## config.mk

```make
export PLATFORM = sky130hd
export DESIGN_NAME = tile_grid_shift_scheduler_unit
export DESIGN_NICKNAME = d
export VERILOG_FILES = /design/src/hdl/tgs_pkg.sv /design/src/hdl/tgs_front.sv /design/src/hdl/tgs_fifo.sv /design/src/hdl/tgs_back.sv /design/src/hdl/tile_grid_shift_scheduler_unit.sv
export SDC_FILE = /design/constraint.sdc
export NUM_CORES = 1
export LEC_CHECK = 0
export BUFFER_PORTS_ARGS = -buffer_cell sky130_fd_sc_hd__buf_2
export CELL_PAD_IN_SITES_DETAIL_PLACEMENT = 0
export CELL_PAD_IN_SITES_GLOBAL_PLACEMENT = 1
export CORE_MARGIN = 4
export CORE_UTILIZATION = 30
export DETAILED_ROUTE_END_ITERATION = 16
export PLACE_DENSITY = 0.52
export SLEW_MARGIN = 30
export SYNTH_ARGS = -nofsm -noshare
export SYNTH_HDL_FRONTEND = slang
export SYNTH_SLANG_ARGS = --single-unit
```

## constraint.sdc

```tcl
create_clock -name clk -period 9.5 [get_ports clk]
set_input_delay 0.95 -clock clk [delete_from_list [all_inputs] [get_ports clk]]
set_output_delay 0.95 -clock clk [all_outputs]
set_load 0.02 [all_outputs]
```

## src/hdl/tgs_pkg.sv

```systemverilog
// ---------------------------------------------------------------------------
// tgs_pkg
// Types, widths and helpers of the tile grid shift scheduler.
// ---------------------------------------------------------------------------
`default_nettype none

package tgs_pkg;

  localparam int GRID_DIM = 3;                     // 2 .. 4
  localparam int NSLOTS   = GRID_DIM * GRID_DIM;
  localparam int CW       = (GRID_DIM > 2) ? $clog2(GRID_DIM) : 1;
  localparam int IW       = $clog2(NSLOTS);
  localparam int DW       = $clog2(GRID_DIM + 1) + 1;  // clamped shift, signed
  localparam int SW       = DW + 1;                    // source coordinate, signed
  localparam int TW       = 21;                        // tile coordinate
  localparam int FW       = 2;                         // slot index field
  localparam int DXW      = TW + 1;                    // full-precision difference
  localparam int QDEPTH   = 2;                         // power of two
  localparam int QAW      = $clog2(QDEPTH);
  localparam int IN_DW    = 48;
  localparam int OUT_DW   = 56;

  localparam logic [TW-1:0] TAG_NONE = '1;

  typedef enum logic {
    MODE_CENTER = 1'b0,
    MODE_FILL   = 1'b1
  } mode_t;

  typedef enum logic {
    JOB_MOVE  = 1'b0,
    JOB_FETCH = 1'b1
  } job_kind_t;

  typedef enum logic [1:0] {
    B_IDLE,
    B_SHIFT,
    B_CHECK,
    B_FLUSH
  } back_state_t;

  typedef struct packed {
    mode_t                 mode;
    logic [TW-1:0]         tx;
    logic [TW-1:0]         ty;
    logic [IW-1:0]         idx;
    logic                  do_shift;
    logic signed [DW-1:0]  dx;
    logic signed [DW-1:0]  dy;
  } cmd_t;

  typedef struct packed {
    job_kind_t     kind;
    logic [TW-1:0] fx;
    logic [TW-1:0] fy;
    logic [FW-1:0] dc;
    logic [FW-1:0] dr;
    logic [FW-1:0] sc;
    logic [FW-1:0] sr;
  } job_t;

  function automatic logic [IW-1:0] slot_idx(input logic [CW-1:0] col,
                                             input logic [CW-1:0] row);
    return IW'(int'(row) * GRID_DIM + int'(col));
  endfunction

endpackage

`default_nettype wire

```

## src/hdl/tgs_front.sv

```systemverilog
// ---------------------------------------------------------------------------
// tgs_front
// Takes input beats, tracks the last center and turns each in-range beat into a
// command for the back end: a tag write or a center job with clamped shift.
// ---------------------------------------------------------------------------
`default_nettype none

module tgs_front
  import tgs_pkg::*;
(
  input  wire logic             clk,
  input  wire logic             rst_n,
  input  wire logic             in_tvalid,
  output logic                  in_tready,
  input  wire logic [IN_DW-1:0] in_tdata,
  input  wire logic             in_tuser,
  output logic                  q_push,
  input  wire logic             q_full,
  output cmd_t                  q_cmd
);

  logic [TW-1:0]          prev_x_r, prev_y_r, prev_x_nxt, prev_y_nxt;
  logic                   seen_r, seen_nxt;
  logic [TW-1:0]          cx, cy;
  logic [FW-1:0]          slot_col, slot_row;
  logic signed [DXW-1:0]  dx_full, dy_full;
  logic                   fill_ok;
  logic                   accept;
  mode_t                  mode;

  // shifts of a grid width or more all behave the same
  function automatic logic signed [DW-1:0] clamp_d(input logic signed [DXW-1:0] d);
    logic signed [DXW-1:0] gp;
    logic signed [DXW-1:0] gn;
    logic signed [DW-1:0]  r;
    gp = DXW'(GRID_DIM);
    gn = -gp;
    priority if (d >= gp) r = gp[DW-1:0];
    else if (d <= gn)     r = gn[DW-1:0];
    else                  r = d[DW-1:0];
    return r;
  endfunction

  assign mode     = mode_t'(in_tuser);
  assign cx       = in_tdata[TW-1:0];
  assign cy       = in_tdata[2*TW-1:TW];
  assign slot_col = in_tdata[2*TW+FW-1:2*TW];
  assign slot_row = in_tdata[2*TW+2*FW-1:2*TW+FW];

  assign dx_full = $signed({cx[TW-1], cx}) - $signed({prev_x_r[TW-1], prev_x_r});
  assign dy_full = $signed({cy[TW-1], cy}) - $signed({prev_y_r[TW-1], prev_y_r});

  assign fill_ok   = (int'(slot_col) < GRID_DIM) && (int'(slot_row) < GRID_DIM);
  assign in_tready = !q_full;
  assign accept    = in_tvalid && in_tready;
  // out-of-range fills are taken and dropped
  assign q_push    = accept && ((mode == MODE_CENTER) || fill_ok);

  always_comb begin
    q_cmd.mode     = mode;
    q_cmd.tx       = cx;
    q_cmd.ty       = cy;
    q_cmd.idx      = IW'(int'(slot_row) * GRID_DIM + int'(slot_col));
    q_cmd.do_shift = seen_r && ((dx_full != '0) || (dy_full != '0));
    q_cmd.dx       = clamp_d(dx_full);
    q_cmd.dy       = clamp_d(dy_full);
  end

  always_comb begin
    prev_x_nxt = prev_x_r;
    prev_y_nxt = prev_y_r;
    seen_nxt   = seen_r;
    if (accept && (mode == MODE_CENTER)) begin
      prev_x_nxt = cx;
      prev_y_nxt = cy;
      seen_nxt   = 1'b1;
    end
  end

  always_ff @(posedge clk) begin
    if (!rst_n) begin
      prev_x_r <= '0;
      prev_y_r <= '0;
      seen_r   <= 1'b0;
    end else begin
      prev_x_r <= prev_x_nxt;
      prev_y_r <= prev_y_nxt;
      seen_r   <= seen_nxt;
    end
  end

endmodule

`default_nettype wire

```

## src/hdl/tgs_fifo.sv

```systemverilog
// ---------------------------------------------------------------------------
// tgs_fifo
// Short command queue between front and back end.
// ---------------------------------------------------------------------------
`default_nettype none

module tgs_fifo
  import tgs_pkg::*;
(
  input  wire logic clk,
  input  wire logic rst_n,
  input  wire logic push,
  input  wire cmd_t push_data,
  output logic      full,
  input  wire logic pop,
  output logic      empty,
  output cmd_t      head
);

  cmd_t           mem_r [QDEPTH];
  logic [QAW-1:0] wr_ptr_r, rd_ptr_r, wr_ptr_nxt, rd_ptr_nxt;
  logic [QAW:0]   cnt_r, cnt_nxt;

  assign full  = (cnt_r == (QAW+1)'(QDEPTH));
  assign empty = (cnt_r == '0);
  assign head  = mem_r[rd_ptr_r];

  always_comb begin
    wr_ptr_nxt = push ? wr_ptr_r + 1'b1 : wr_ptr_r;
    rd_ptr_nxt = pop  ? rd_ptr_r + 1'b1 : rd_ptr_r;
    cnt_nxt    = cnt_r + (QAW+1)'(push) - (QAW+1)'(pop);
  end

  always_ff @(posedge clk) begin
    if (!rst_n) begin
      wr_ptr_r <= '0;
      rd_ptr_r <= '0;
      cnt_r    <= '0;
    end else begin
      wr_ptr_r <= wr_ptr_nxt;
      rd_ptr_r <= rd_ptr_nxt;
      cnt_r    <= cnt_nxt;
    end
  end

  always_ff @(posedge clk) begin
    if (push) begin
      mem_r[wr_ptr_r] <= push_data;
    end
  end

endmodule

`default_nettype wire

```

## src/hdl/tgs_back.sv

```systemverilog
// ---------------------------------------------------------------------------
// tgs_back
// Holds the slot tags; walks the grid one slot a cycle unless stalled: a shift
// pass moves tags in place if the center moved, then a check pass issues fetches.
// ---------------------------------------------------------------------------
`default_nettype none

module tgs_back
  import tgs_pkg::*;
(
  input  wire logic              clk,
  input  wire logic              rst_n,
  input  wire logic              q_empty,
  input  wire cmd_t              q_head,
  output logic                   q_pop,
  output logic                   out_tvalid,
  input  wire logic              out_tready,
  output logic [OUT_DW-1:0]      out_tdata,   // fetch_tile_x, fetch_tile_y, dest_col,
                                               // dest_row, src_col, src_row, zero pad
  output logic                   out_tuser,   // job_kind
  output logic                   out_tlast    // last_job
);

  localparam logic signed [SW-1:0] GS = SW'(GRID_DIM);

  back_state_t     state_r, state_nxt;
  cmd_t            cur_r;
  logic [CW-1:0]   ix_r, iy_r;
  logic [TW-1:0]   tag_x_r [NSLOTS];
  logic [TW-1:0]   tag_y_r [NSLOTS];
  logic [NSLOTS-1:0] valid_r;
  logic            pend_v_r;
  job_t            pend_r;
  logic            ov_r;
  job_t            oj_r;
  logic            olast_r;

  logic [CW-1:0]        gx, gy;
  logic signed [SW-1:0] sx, sy;
  logic                 src_in;
  logic [IW-1:0]        d_idx, s_idx, rd_idx;
  logic [TW-1:0]        rd_x, rd_y;
  logic [TW-1:0]        ftx, fty;
  logic                 hit;
  logic                 last_slot;
  logic                 walking;
  job_t                 job;
  logic                 job_v;
  logic                 out_free;
  logic                 adv;

  logic                 wr_en, wr_valid;
  logic [IW-1:0]        wr_idx;
  logic [TW-1:0]        wr_x, wr_y;
  logic                 o_load, o_last;
  job_t                 o_job;
  logic                 pend_load, pend_clr;

  // walk datapath
  always_comb begin
    gx = ix_r;
    gy = iy_r;
    // walk against the shift so each source is read before it is overwritten
    if ((state_r == B_SHIFT) && cur_r.dx[DW-1]) gx = CW'(GRID_DIM - 1) - ix_r;
    if ((state_r == B_SHIFT) && cur_r.dy[DW-1]) gy = CW'(GRID_DIM - 1) - iy_r;
    sx     = $signed({{(SW-CW){1'b0}}, gx}) + $signed({cur_r.dx[DW-1], cur_r.dx});
    sy     = $signed({{(SW-CW){1'b0}}, gy}) + $signed({cur_r.dy[DW-1], cur_r.dy});
    src_in = !sx[SW-1] && (sx < GS) && !sy[SW-1] && (sy < GS);
    d_idx  = slot_idx(gx, gy);
    s_idx  = slot_idx(sx[CW-1:0], sy[CW-1:0]);
    rd_idx = (state_r == B_SHIFT) ? s_idx : d_idx;
    rd_x   = tag_x_r[rd_idx];
    rd_y   = tag_y_r[rd_idx];
    ftx    = cur_r.tx + TW'(ix_r) - TW'(GRID_DIM / 2);
    fty    = cur_r.ty + TW'(iy_r) - TW'(GRID_DIM / 2);
    hit    = valid_r[d_idx] && (rd_x == ftx) && (rd_y == fty);
    last_slot = (ix_r == CW'(GRID_DIM - 1)) && (iy_r == CW'(GRID_DIM - 1));
    walking   = (state_r == B_SHIFT) || (state_r == B_CHECK);

    job_v = 1'b0;
    job   = '0;
    if (state_r == B_SHIFT) begin
      job_v   = src_in;
      job.kind = JOB_MOVE;
      job.dc  = FW'(gx);
      job.dr  = FW'(gy);
      job.sc  = FW'(sx[CW-1:0]);
      job.sr  = FW'(sy[CW-1:0]);
    end else if (state_r == B_CHECK) begin
      job_v   = !hit;
      job.kind = JOB_FETCH;
      job.fx  = ftx;
      job.fy  = fty;
      job.dc  = FW'(gx);
      job.dr  = FW'(gy);
    end

    out_free = !ov_r || out_tready;
    // a new job pushes the held one out; stall if the output is still full
    adv      = !(job_v && pend_v_r && !out_free);
  end

  // next state
  always_comb begin
    state_nxt = state_r;
    unique case (state_r)
      B_IDLE: begin
        if (!q_empty && (q_head.mode == MODE_CENTER)) begin
          state_nxt = q_head.do_shift ? B_SHIFT : B_CHECK;
        end
      end
      B_SHIFT: begin
        if (adv && last_slot) state_nxt = B_CHECK;
      end
      B_CHECK: begin
        if (adv && last_slot) state_nxt = B_FLUSH;
      end
      B_FLUSH: begin
        if (!pend_v_r || out_free) state_nxt = B_IDLE;
      end
      default: state_nxt = B_IDLE;
    endcase
  end

  // outputs of the sequencer
  always_comb begin
    q_pop     = 1'b0;
    wr_en     = 1'b0;
    wr_idx    = d_idx;
    wr_x      = TAG_NONE;
    wr_y      = TAG_NONE;
    wr_valid  = 1'b0;
    o_load    = 1'b0;
    o_last    = 1'b0;
    o_job     = pend_r;
    pend_load = 1'b0;
    pend_clr  = 1'b0;
    unique case (state_r)
      B_IDLE: begin
        q_pop = !q_empty;
        if (!q_empty && (q_head.mode == MODE_FILL)) begin
          wr_en    = 1'b1;
          wr_idx   = q_head.idx;
          wr_x     = q_head.tx;
          wr_y     = q_head.ty;
          wr_valid = 1'b1;
        end
      end
      B_SHIFT, B_CHECK: begin
        if (state_r == B_SHIFT && adv) begin
          wr_en    = 1'b1;
          wr_x     = src_in ? rd_x : TAG_NONE;
          wr_y     = src_in ? rd_y : TAG_NONE;
          wr_valid = src_in && valid_r[s_idx];
        end
        if (job_v && adv) begin
          pend_load = 1'b1;
          o_load    = pend_v_r;
        end
      end
      B_FLUSH: begin
        if (pend_v_r && out_free) begin
          o_load   = 1'b1;
          o_last   = 1'b1;
          pend_clr = 1'b1;
        end
      end
      default: ;
    endcase
  end

  always_ff @(posedge clk) begin
    if (!rst_n) begin
      state_r  <= B_IDLE;
      ix_r     <= '0;
      iy_r     <= '0;
      valid_r  <= '0;
      pend_v_r <= 1'b0;
      ov_r     <= 1'b0;
    end else begin
      state_r <= state_nxt;
      if (!walking) begin
        ix_r <= '0;
        iy_r <= '0;
      end else if (adv) begin
        if (ix_r == CW'(GRID_DIM - 1)) begin
          ix_r <= '0;
          iy_r <= last_slot ? '0 : iy_r + 1'b1;
        end else begin
          ix_r <= ix_r + 1'b1;
        end
      end
      if (wr_en) valid_r[wr_idx] <= wr_valid;
      if (pend_load)     pend_v_r <= 1'b1;
      else if (pend_clr) pend_v_r <= 1'b0;
      if (o_load)          ov_r <= 1'b1;
      else if (out_tready) ov_r <= 1'b0;
    end
  end

  always_ff @(posedge clk) begin
    if (q_pop) cur_r <= q_head;
    if (wr_en) begin
      tag_x_r[wr_idx] <= wr_x;
      tag_y_r[wr_idx] <= wr_y;
    end
    if (pend_load) pend_r <= job;
    if (o_load) begin
      oj_r    <= o_job;
      olast_r <= o_last;
    end
  end

  assign out_tvalid = ov_r;
  assign out_tuser  = oj_r.kind;
  assign out_tlast  = olast_r;
  assign out_tdata  = {{(OUT_DW - 2*TW - 4*FW){1'b0}},
                       oj_r.sr, oj_r.sc, oj_r.dr, oj_r.dc, oj_r.fy, oj_r.fx};

endmodule

`default_nettype wire

```

## src/hdl/tile_grid_shift_scheduler_unit.sv

```systemverilog
// ---------------------------------------------------------------------------
// tile_grid_shift_scheduler_unit
// Keeps the slot tags of a square map-tile cache and schedules move and
// fetch jobs when the center tile changes.
// ---------------------------------------------------------------------------
// Input channel (in_*): one beat per event. in_tuser = 0 is a new center tile
//   (in_tdata tile_x/tile_y); in_tuser = 1 reports a tile fetched into slot
//   slot_col/slot_row. A fill beat writes at most one tag and gives no output.
// Output channel (out_*): one beat per job, out_tuser 0 = move, 1 = fetch;
//   out_tlast marks the final job of a center event. A center event that
//   needs no job gives no beat.
// Timing: the back end walks the grid one slot per cycle unless the output
//   stalls, once for the shift (only if the center moved) and once for the
//   tag check. A job goes from the walker into a pending register and then
//   into the output register; each job is held pending until the next one
//   is found or the walk ends, so the last can be marked.
// A two-entry command queue sits between the input and the walker; in_tready
//   drops only while it is full.
// When out_tready is low the walker halts on its next job and the queue fills.
// Reset (rst_n low, synchronous) invalidates every slot and clears the last
//   center; no clearing pass is needed.
// ---------------------------------------------------------------------------
`default_nettype none

module tile_grid_shift_scheduler_unit
  import tgs_pkg::*;
(
  input  wire logic              clk,
  input  wire logic              rst_n,
  input  wire logic              in_tvalid,
  output logic                   in_tready,
  input  wire logic [IN_DW-1:0]  in_tdata,   // tile_x, tile_y, slot_col, slot_row, pad
  input  wire logic              in_tuser,   // mode
  output logic                   out_tvalid,
  input  wire logic              out_tready,
  output logic [OUT_DW-1:0]      out_tdata,  // fetch_tile_x, fetch_tile_y, dest_col,
                                              // dest_row, src_col, src_row, pad
  output logic                   out_tuser,  // job_kind
  output logic                   out_tlast   // last_job
);

  logic q_push, q_full, q_pop, q_empty;
  cmd_t q_cmd, q_head;

  tgs_front u_front (
    .clk       (clk),
    .rst_n     (rst_n),
    .in_tvalid (in_tvalid),
    .in_tready (in_tready),
    .in_tdata  (in_tdata),
    .in_tuser  (in_tuser),
    .q_push    (q_push),
    .q_full    (q_full),
    .q_cmd     (q_cmd)
  );

  tgs_fifo u_fifo (
    .clk       (clk),
    .rst_n     (rst_n),
    .push      (q_push),
    .push_data (q_cmd),
    .full      (q_full),
    .pop       (q_pop),
    .empty     (q_empty),
    .head      (q_head)
  );

  tgs_back u_back (
    .clk        (clk),
    .rst_n      (rst_n),
    .q_empty    (q_empty),
    .q_head     (q_head),
    .q_pop      (q_pop),
    .out_tvalid (out_tvalid),
    .out_tready (out_tready),
    .out_tdata  (out_tdata),
    .out_tuser  (out_tuser),
    .out_tlast  (out_tlast)
  );

endmodule

`default_nettype wire

```

Yosys cells after proc, flatten, opt, wreduce, memory -nomap -nowiden
Memory sizes are Yosys's and may differ from the RTL's. A register that Yosys moved wholly into a read port is not among the register bits. Index checks and enable logic that the tools add are counted. W data, S select, Z words.

Register bits after elaboration: 215. Bits in writable memories: 486. Bits of input ports: 53. Output and inout port bits: 60. Logic and storage cells: 190. Memories: 3.

Memories: u_back.tag_x_r (words 9, bits a word 21, rd ports 1, clocked after Yosys merged registers in 0, wr ports 1, line tgs_back.sv:29) `logic [TW-1:0] tag_x_r [NSLOTS];`; u_back.tag_y_r (words 9, bits a word 21, rd ports 1, clocked after Yosys merged registers in 0, wr ports 1, line tgs_back.sv:30) `logic [TW-1:0] tag_y_r [NSLOTS];`; u_fifo.mem_r (words 2, bits a word 54, rd ports 1, clocked after Yosys merged registers in 1, wr ports 1, line tgs_fifo.sv:20) `cmd_t mem_r [QDEPTH];`.

$add $sub $neg: 19. Multipliers: 3. Order comparisons: 12. Equality and inequality tests: 12. Mux-type cells: 58. Bitwise logic cells: 4. Reduce and logical (&&, ||, !) cells: 48.

Operators with widths (number): $mux W21 (6); $pmux W21 S2 (2); $mux W47 (1); $ge A22 B3 Y1 const B (2); $le A22 B3 Y1 const B (2); $reduce_bool A22 Y1 (2); $sub A21 B21 Y22 (2); $add A21 B2 Y21 (2); $eq A21 B21 Y1 (2); $sub A21 B1 Y21 const B (2); $mux W1 (24); $logic_and A1 B1 Y1 (23); $mux W2 (9); $mux W4 (4); $lt A4 B5 Y1 const B (3); $add A4 B3 Y4 (3); $mul A2 B2 Y4 const B (3); $mux W3 (4); $eq A2 B2 Y1 const B (5); $bwmux W9 (1); $logic_not A1 Y1 (9); $add A3 B3 Y4 (2); $bmux W1 S4 (2); $lt A4 B3 Y1 const B (2); 20 further kinds (39).

Depth between registers and ports, before layout
Gate-level depths: netlist of run 1. An unclocked memory read counts as a cell.

Word-level depth: 22. Gate-level depth with buffers: 28. Mapped depth without buffers: 22.

Modules after synthesis
A second synthesis of run 1 with hierarchy kept.

Cell total of the unflattened synthesis: 2780. Area total of the unflattened synthesis: 34415.5 sq um.

Modules (own cells, without submodules): tgs_back (instances 1, cells each 1918, area an instance 25121.6 sq um, seq. area each 16225.6 sq um); tgs_front (instances 1, cells each 673, area an instance 4918.5 sq um, seq. area each 860.8 sq um); tgs_fifo (instances 1, cells each 189, area an instance 4375.4 sq um, seq. area each 3343.2 sq um).

Least setup slack after synthesis of run 1
OpenSTA, ideal clock, no wires.

Kind: register -> register. Start: register u_back.state_r[1]. End: register u_back.oj_r (netlist bit u_back.out_tdata[0]), enable pin. Setup time: 526 ps. Data arrival time: 9324 ps. Data required time: 8974 ps. Slack: -350 ps. Stages on the path, launching flop included: 27. Path buffers: 6. Clock period less this slack: 9850 ps. Path through: dfxtp_1 inv_1 ha_1 buf_6 buf_4 clkbuf_1 nand2_1 mux2i_1 fa_1 inv_1 fa_1 ha_1 inv_1 fa_1 clkbuf_1 mux2i_1 buf_2 buf_1 nor2_1 a221o_1 xnor2_1 and3_1 nand4_1 o41ai_2 or2_2 and2_1 nor3_1.

Word-level cells in the longest chain between the ends: 20. Elaborated cells between the ends (all ways): 39. Those cells by class: add/sub: 4; mul: 2; order compare: 2; eq/ne: 5; mux: 9; reduce/logical: 15; memory: 2.

RTL lines: from (decl) (line tgs_back.sv:26) `back_state_t state_r, state_nxt;`; from (signal assigned) (line tgs_back.sv:181) `state_r <= state_nxt;`; $eq A2 B1 Y1 (*) (line tgs_back.sv:65) `if ((state_r == B_SHIFT) && cur_r.dy[DW-1]) gy = CW'(GRID_DIM - 1) - iy_r;`; $logic_and A1 B1 Y1 (*) (line tgs_back.sv:65); $mux W2 (*) (line tgs_back.sv:65); $add A3 B3 Y4 (*) (line tgs_back.sv:67) `sy = $signed({{(SW-CW){1'b0}}, gy}) + $signed({cur_r.dy[DW-1], cur_r.dy});`; net u_back.sy[1] (line tgs_back.sv:39) `logic signed [SW-1:0] sx, sy;`; $mul A2 B2 Y4 (line tgs_pkg.sv:64) `return IW'(int'(row) * GRID_DIM + int'(col));`; $add A4 B3 Y4 (line tgs_pkg.sv:64); $mux W4 (line tgs_back.sv:71) `rd_idx = (state_r == B_SHIFT) ? s_idx : d_idx;`; (+5 left out); $mux W1 (line tgs_back.sv:89) `end else if (state_r == B_CHECK) begin`; $mux W1 (*) (line tgs_back.sv:82) `if (state_r == B_SHIFT) begin`; $logic_and A1 B1 Y1 (2 in series) (line tgs_back.sv:100) `adv = !(job_v && pend_v_r && !out_free);`; $logic_not A1 Y1 (line tgs_back.sv:100); $logic_and A1 B1 Y1 (*) (line tgs_back.sv:156) `if (job_v && adv) begin`; $mux W1 (*) (line tgs_back.sv:156); $pmux W1 S2 (*) (line tgs_back.sv:138) `unique case (state_r)`; net u_back.o_load (line tgs_back.sv:55) `logic o_load, o_last;`; to (signal assigned) (line tgs_back.sv:209) `oj_r <= o_job;`; to (decl) (line tgs_back.sv:35) `job_t oj_r;`.

The timed path passes the listed nets; every way through them passes the cells marked *. The select of a mux whose other input is x is not followed. A chain may end at the register's enable or synchronous reset.

Worst setup path in the final report of run 1
Start: register u_back.iy_r[0]. End: register u_back.oj_r (netlist bit u_back.out_tdata[7]), enable pin.

Word-level cells in the longest chain between the ends: 19. Elaborated cells between the ends (all ways): 31. Those cells by class: add/sub: 6; mul: 2; order compare: 1; eq/ne: 2; mux: 8; reduce/logical: 10; memory: 2.

RTL lines: from (decl) (line tgs_back.sv:28) `logic [CW-1:0] ix_r, iy_r;`; from (signal assigned) (line tgs_back.sv:188) `iy_r <= last_slot ? '0 : iy_r + 1'b1;`; $sub A2 B2 Y2 (line tgs_back.sv:65); $mux W2 (*) (line tgs_back.sv:65); $add A3 B3 Y4 (*) (line tgs_back.sv:67); net u_back.sy[1] (line tgs_back.sv:39); $mul A2 B2 Y4 (line tgs_pkg.sv:64); $add A4 B3 Y4 (line tgs_pkg.sv:64); $mux W4 (line tgs_back.sv:71); $mem_v2 Z9 W21; (+4 left out); $mux W1 (line tgs_back.sv:89); $mux W1 (*) (line tgs_back.sv:82); $logic_and A1 B1 Y1 (2 in series) (line tgs_back.sv:100); $logic_not A1 Y1 (line tgs_back.sv:100); $logic_and A1 B1 Y1 (*) (line tgs_back.sv:156); $mux W1 (*) (line tgs_back.sv:156); $pmux W1 S2 (*) (line tgs_back.sv:138); net u_back.o_load (line tgs_back.sv:55).

Marks and branches as above.

==> results of run 1 <==
## stage by stage
stage	power [uW]	util, %	std cells	setup slack, ns	cell area, sq um
floorplan	7940	-	2556	1.25	32900
global placement	10100	32.3	4012	1.40	35200
detailed placement	10200	32.4	4014	1.39	35200
CTS	13500	34.9	4166	1.33	38000
global route	14100	34.9	4167	1.02	38000
finish	13300	34.9	4171	1.38	38000
## registers in the layout, summed over array words and instances, names as in the netlist, named ones only
signal,count
u_back.state_r,2
u_back.valid_r,9
u_back.tag_y_r,189
u_fifo.rd_ptr_r,1
u_back.pend_v_r,1
u_fifo.mem_r,108
u_back.cur_r,48
u_front.prev_y_r,21
u_back.out_tlast,1
u_back.o_job,51
u_back.out_tuser,1
u_fifo.cnt_r,2
u_back.out_tvalid,1
u_fifo.wr_ptr_r,1
u_back.out_tdata,50
u_back.ix_r,2
u_front.seen_r,1
u_back.tag_x_r,189
u_front.prev_x_r,21
u_back.iy_r,2
## kinds of logic (layout without fill, tap and decap cells)
kind of cell | count (synthesis) | count (layout) | share of synthesized area [%]
buffers and inverters | 254 | 451 | 3.17
AOI/OAI and AO/OA | 499 | 499 | 9.64
muxes | 175 | 175 | 7.33
and+or+nand+nor | 694 | 694 | 9.92
xor gates and xnor gates | 104 | 104 | 2.90
other | 1 | 10 | 0.0114
DFF | 702 | 702 | 62.1
adders and majority gates | 122 | 122 | 4.89
## final timing paths
| kind | slack [ns] | endpoint | cells after the start | start |
|---|---|---|---|---|
| setup / recovery | 1.38 | u_back.out_tdata[7] | 24 | u_back.iy_r[0] |
| hold reg to reg | 0.41 | u_back.out_tdata[21] | 0 | u_back.o_job[8] |
| hold / removal | 0.41 | u_back.out_tdata[21] | 0 | u_back.o_job[8] |
| setup reg to reg | 1.38 | u_back.out_tdata[7] | 24 | u_back.iy_r[0] |
## routing by layer
metal	track usage, %	vias up	wire length, um
met4	4.42	0	2470
met3	3.04	136	5550
met1	24.7	10761	47000
met2	27.5	587	46400
li1	-	9791	-
met5	0	-	0
## power breakdown
group / total (uW) / internal, uW / switching [uW]
sequential: 4260 / 4140 / 122
clock: 3210 / 1920 / 1290
combinational: 5860 / 1920 / 3940
## area by class of cell
cell class / instances / area [sq um]
Fill cell: 10528 / 70800
Timing Repair Buffer: 153 / 928
Clock buffer: 98 / 2140
Clock inverter: 54 / 599
Sequential cell: 702 / 20400
Antenna cell: 4 / 10.0
Inverter: 146 / 552
Tap cell: 1414 / 1770
Multi-Input combinational cell: 1600 / 11600
## synthesized netlist by cell type, drive strengths merged (22+ instances only)
cell and number:
a21o 30, a21oi 144, a31oi 22, a32oi 27, and2 43, buf 34
clkbuf 74, dfxtp 65, edfxtp 637, ha 111, inv 146, mux2 57
mux2i 72, mux4 46, nand2 301, nand3 65, nor2 121, nor3 27
o21ai 135, xnor2 57, xor2 44
## cell usage in the layout, fill, tap and decap left out, types with 30 or more instances in the layout
master / synthesis / layout
dfxtp_1: 65 / 64
buf_2: 15 / 104
a21oi_1: 143 / 143
and2_1: 43 / 43
a21o_1: 30 / 30
clkbuf_16: 0 / 83
edfxtp_1: 637 / 637
xor2_1: 44 / 44
xnor2_1: 57 / 57
nand3_1: 65 / 64
buf_4: 14 / 45
nor2_1: 119 / 113
inv_1: 145 / 140
ha_1: 111 / 111
mux2i_1: 71 / 68
mux2_2: 55 / 55
mux4_2: 46 / 46
o21ai_0: 131 / 130
nand2_1: 301 / 301
==> flow_metrics.env, run 1 <==
export IMPL_clk_path_buf_depth=3
export IMPL_io_pins=113
export IMPL_cts_sinks=702
export IMPL_gp_congestion=0.857
export IMPL_path_class="flip-flop to flip-flop"
export IMPL_core_area_sq_um=109000
export IMPL_synth_top_cell_area_share_pct=58.2
export IMPL_vdd_drop_max_uv=140
export IMPL_antenna_left=0
export IMPL_worstPathRequired_ns=9.84
export IMPL_yosysTopAreaCell="edfxtp_1"
export IMPL_clock_latency_ns=0.65
export IMPL_tightest_slew_ns=0.985
export IMPL_start_util_pct=30.2
export IMPL_max_freq_mhz=123
export IMPL_viasPerCell=5.10
export IMPL_area_growth_pct=15.6
export IMPL_maxSlewViolCount=0
export IMPL_path_buf_inv=6
export IMPL_post_cts_buffers=0
export IMPL_cts_buffers=81
export IMPL_die_width_um=339
export IMPL_timing_final_crit_share_pct=85.5
export IMPL_ys_seq_area_share_pct=62.1
export IMPL_cp_slowest_stage_delay_ns=0.65
export IMPL_slew_headroom_pct=34.3
export IMPL_grt_overflow_total=0
export IMPL_syn_avg_cell_area_sq_um=12.9
export IMPL_ctsResizeCount=0
export IMPL_cts_root_buf="clkbuf_16"
export IMPL_setup_viol=0
export IMPL_arrival_ns=8.46
export IMPL_cts_max_level=3
export IMPL_cts_tree="done"
export IMPL_cts_hold_buffers=0
export IMPL_final_nets=2859
export IMPL_antenna_found_initial=6
export IMPL_rows=121
export IMPL_synthArstFlopShare_pct=0
export IMPL_drt_pass1_iterations=5
export IMPL_dp_hpwl_mm=68.5
export IMPL_fin_tns_setup_ns=0
export IMPL_dieHeight_um=339
export IMPL_yosys_warnings=0
export IMPL_synthDistinctLibCells=88
export IMPL_path_cells="inv_1 > ha_1 > mux2i_1 > buf_4 > fa_1 > inv_1 > fa_1 > ha_1 > inv_1 > fa_1 > mux2_2 > nor2_1 > a32oi_1 > a31oi_1 > o2111ai_1 > a2111o_1 > nor4_1 > nand4_1 > o41ai_2 > buf_4 > or2_2 > and2_1 > nor3_4 > buf_12"
export IMPL_hold_ws_ns=0.413
export IMPL_grt_use_total_pct=17.4
export IMPL_route_detailed_drc=0
export IMPL_synth_area_leaders="edfxtp_1 (58%), ha_1 (4.2%), dfxtp_1 (4.0%), nand2_1 (3.4%), mux4_2 (3.2%)"
export IMPL_synth_seq_cells=702
export IMPL_hold_path_class="flip-flop to flip-flop"
export IMPL_synthCells=2551
export IMPL_dieArea_sq_um=115000
export IMPL_p_leak_uw=0.0132
export IMPL_grt_setup_unrepaired="no"
export IMPL_cp_top_family="adder cells"
export IMPL_grt_pass1_wl_mm=148
export IMPL_grt_pass1_vias=21379
export IMPL_avgRoutedWirePerCell_um=24.3
export IMPL_clk_pin_slew_worst_paths_ns=0.06
export IMPL_routed_via_count=21275
export IMPL_synth_area_sq_um=32900
export IMPL_drtIter0Drc=1742
export IMPL_dominantRegCellSynth="edfxtp_1"
export IMPL_synth_edff_count=637
export IMPL_portBuffers=104
export IMPL_cp_max_fo=52
export IMPL_cp_end_kind="flip-flop"
export IMPL_finalHoldViolCount=0
export IMPL_status="complete, no violations"
export IMPL_skew_ns=0.0314
export IMPL_startpoint_type="flip-flop"
export IMPL_drive_gt1_share_pct=15.8
export IMPL_grt_start_max_net_pins=55
export IMPL_powerDensity_nw_per_um2=351
export IMPL_slowest_stage="nor4_1"
export IMPL_drt_wl_total_mm=101
export IMPL_drv_cap=0
export IMPL_final_min_clock_period_ns=8.12
Note: power is estimated with default switching activity, not from simulation.
==> inputs of run 2 (changes only) <==
==> constraint.sdc (replaced) <==
create_clock -name clk -period 9.5 [get_ports clk]
set_input_delay 0 -clock clk [delete_from_list [all_inputs] [get_ports clk]]
set_output_delay 0 -clock clk [all_outputs]
set_load 0.02 [all_outputs]
==> run 2 against run 1 <==
Combinational power is 1% higher. Setup slack worse by 0.28 ns. Sequential share of layout area is 0.55 points lower. Sequential cell count stayed put. Power is 0.17% lower. Clock skew is 0.0075 ns higher. Maximum frequency is 3.3% lower. Cell area is 1.0% higher. Critical path depth is 1 lower. Global-route usage is 0.069 points lower. Critical path type unchanged. Critical endpoint is now u_back.out_tdata[3]. Largest power group unchanged. Highest routed layer is now met5.
==> flow_metrics.env, run 2 (same netlist as run 1, synthesis figures left out) <==
export IMPL_final_nets=2905
export IMPL_path_cells="inv_1 > ha_1 > buf_4 > a31oi_1 > fa_1 > fa_1 > ha_1 > inv_1 > fa_1 > mux2_2 > nor2_1 > a32oi_1 > a31oi_1 > o2111ai_1 > a2111o_1 > nor4_1 > nand4_1 > o41ai_2 > buf_4 > or2_2 > and2_1 > nor3_4 > buf_4"
export IMPL_antenna_found_initial=14
export IMPL_path_class="flip-flop to flip-flop"
export IMPL_final_cells=4210
export IMPL_r2r_start="u_back.state_r[1]"
export IMPL_hold_end="u_fifo.mem_r[0][47]"
export IMPL_min_delay_path_depth=2
export IMPL_tightest_slew_ns=1.02
export IMPL_timing_final_crit_share_pct=88.4
export IMPL_top_regs="u_back.tag_x_r x189, u_back.tag_y_r x189, u_fifo.mem_r x108"
export IMPL_max_freq_mhz=119
export IMPL_fill_cells=10532
export IMPL_drt_pass1_iterations=6
export IMPL_grt_overflow_total=0
export IMPL_fin_tns_setup_ns=0
export IMPL_area_growth_pct=16.8
export IMPL_worstPathRequired_ns=9.77
export IMPL_maxSlewViolCount=0
export IMPL_io_pins=113
export IMPL_clk_pin_slew_worst_paths_ns=0.06
export IMPL_postLayoutCoreUtil_pct=35.3
export IMPL_routed_via_count=21408
export IMPL_timing_rr_end="u_back.out_tdata[3]"
export IMPL_slew_headroom_pct=32.2
export IMPL_viasPerCell=5.09
export IMPL_grt_use_total_pct=17.3
export IMPL_final_cell_mix="edfxtp_1 (637), nand2_1 (301), a21oi_1 (143)"
export IMPL_hold_start="in_tdata[15]"
export IMPL_avgRoutedWirePerCell_um=24.2
export IMPL_status="complete, no violations"
export IMPL_clk_path_buf_depth=3
export IMPL_portBuffers=104
export IMPL_grt_pass1_wl_mm=147
export IMPL_worst_r2r_path_depth=23
export IMPL_setup_viol=0
export IMPL_hold_ws_ns=0.135
export IMPL_vdd_drop_max_uv=149
export IMPL_dieHeight_um=339
export IMPL_cp_end_kind="flip-flop"
export IMPL_drv_cap=0
export IMPL_cts_buffers=80
export IMPL_cts_sinks=702
export IMPL_antenna_left=0
export IMPL_dp_hpwl_mm=68.9
export IMPL_slowest_stage="nor2_1"
export IMPL_gp_congestion=0.834
export IMPL_skew_ns=0.0390
export IMPL_die_width_um=339
export IMPL_post_cts_buffers=0
export IMPL_cts_max_level=3
export IMPL_layout_commonest_cell="edfxtp_1"
export IMPL_p_leak_uw=0.0133
export IMPL_clock_latency_ns=0.65
export IMPL_power_total_uw=13300
export IMPL_grt_setup_unrepaired="no"
export IMPL_dieArea_sq_um=115000
export IMPL_cp_max_fo=52
export IMPL_arrival_ns=8.68
export IMPL_hold_path_class="input port to flip-flop"
export IMPL_rows=121
export IMPL_drive_gt1_share_pct=15.3
export IMPL_dp_cells=4011
export IMPL_drtIter0Drc=1922
export IMPL_drt_wl_total_mm=102
export IMPL_cp_top_family="adder cells"
export IMPL_grt_pass1_vias=21536
export IMPL_final_min_clock_period_ns=8.40
export IMPL_startpoint_type="flip-flop"
export IMPL_finalHoldViolCount=0
export IMPL_route_detailed_drc=0
export IMPL_grt_start_max_net_pins=55
export IMPL_powerDensity_nw_per_um2=347
export IMPL_core_area_sq_um=109000
export IMPL_cts_root_buf="clkbuf_16"
export IMPL_path_buf_inv=5
export IMPL_regToRegSetupSlack_ns=1.10
export IMPL_cp_slowest_stage_delay_ns=0.67
export IMPL_cts_tree="done"
export IMPL_start_util_pct=30.2
## run 2: cell types whose count changed in the layout (fill, tap and decap cells not counted), moves of 2 or more
cell / delta
dlygate4sd3_1: +51
clkinvlp_4: +2
clkinv_4: -4
buf_4: -2
clkinv_1: -2
clkbuf_16: -3
clkinv_8: +4
diode_2: -2
buf_8: -2
bufinv_16: -2
o21ai_0: -2
inv_6: -3
## run 2: what timing repair did
action | CTS | global route
endpoints found under the hold margin | 145 | 0
resized for setup | 0 | 0
hold buffers | 51 | 0
## run 2: how the worst max path moves through the flow
stage                            to  depth (start not counted)  slack [ns]              start
2_1_floorplan   u_back.out_tdata[0]                         26        1.25  u_back.state_r[1]
3_3_place_gp    u_back.out_tdata[5]                         24        1.20  u_back.state_r[1]
3_5_place_dp    u_back.out_tdata[5]                         23        1.18  u_back.state_r[1]
4_1_cts         u_back.out_tdata[5]                         23        1.12  u_back.state_r[1]
5_1_grt        u_back.out_tdata[10]                         23        0.79  u_back.state_r[1]
6_report        u_back.out_tdata[3]                         23        1.10  u_back.state_r[1]
## run 2: power breakdown
group	switching (uW)	internal [uW]	leakage [uW]	total (uW)
Combinational	4010	1920	0.00579	5930
Sequential	119	4140	0.00625	4260
Clock	1290	1830	0.00129	3120
Total	5420	7890	0.0133	13300
## run 2: metal layers
layer | routed length [um] | global-route usage, %
met1 | 46400 | 24.3
met2 | 46100 | 27.1
met3 | 6000 | 2.73
met4 | 3320 | 6.02
met5 | 27 | 0
## run 2: stage by stage
stage | setup WS, ns | cell area [sq um]
floorplan | 1.25 | 32900
global placement | 1.20 | 35200
detailed placement | 1.18 | 35200
CTS | 1.12 | 38400
global route | 0.786 | 38400
finish | 1.10 | 38400
## run 2: area by class of cell
cell class	count	area [sq um]	area share (%)
Timing Repair Buffer	200	1400	3.65
Tap cell	1414	1770	4.61
Clock buffer	96	2080	5.42
Sequential cell	702	20400	53.2
Inverter	146	552	1.44
Clock inverter	50	579	1.51
Multi-Input combinational cell	1600	11600	30.2
Antenna cell	2	5.00	0.0130
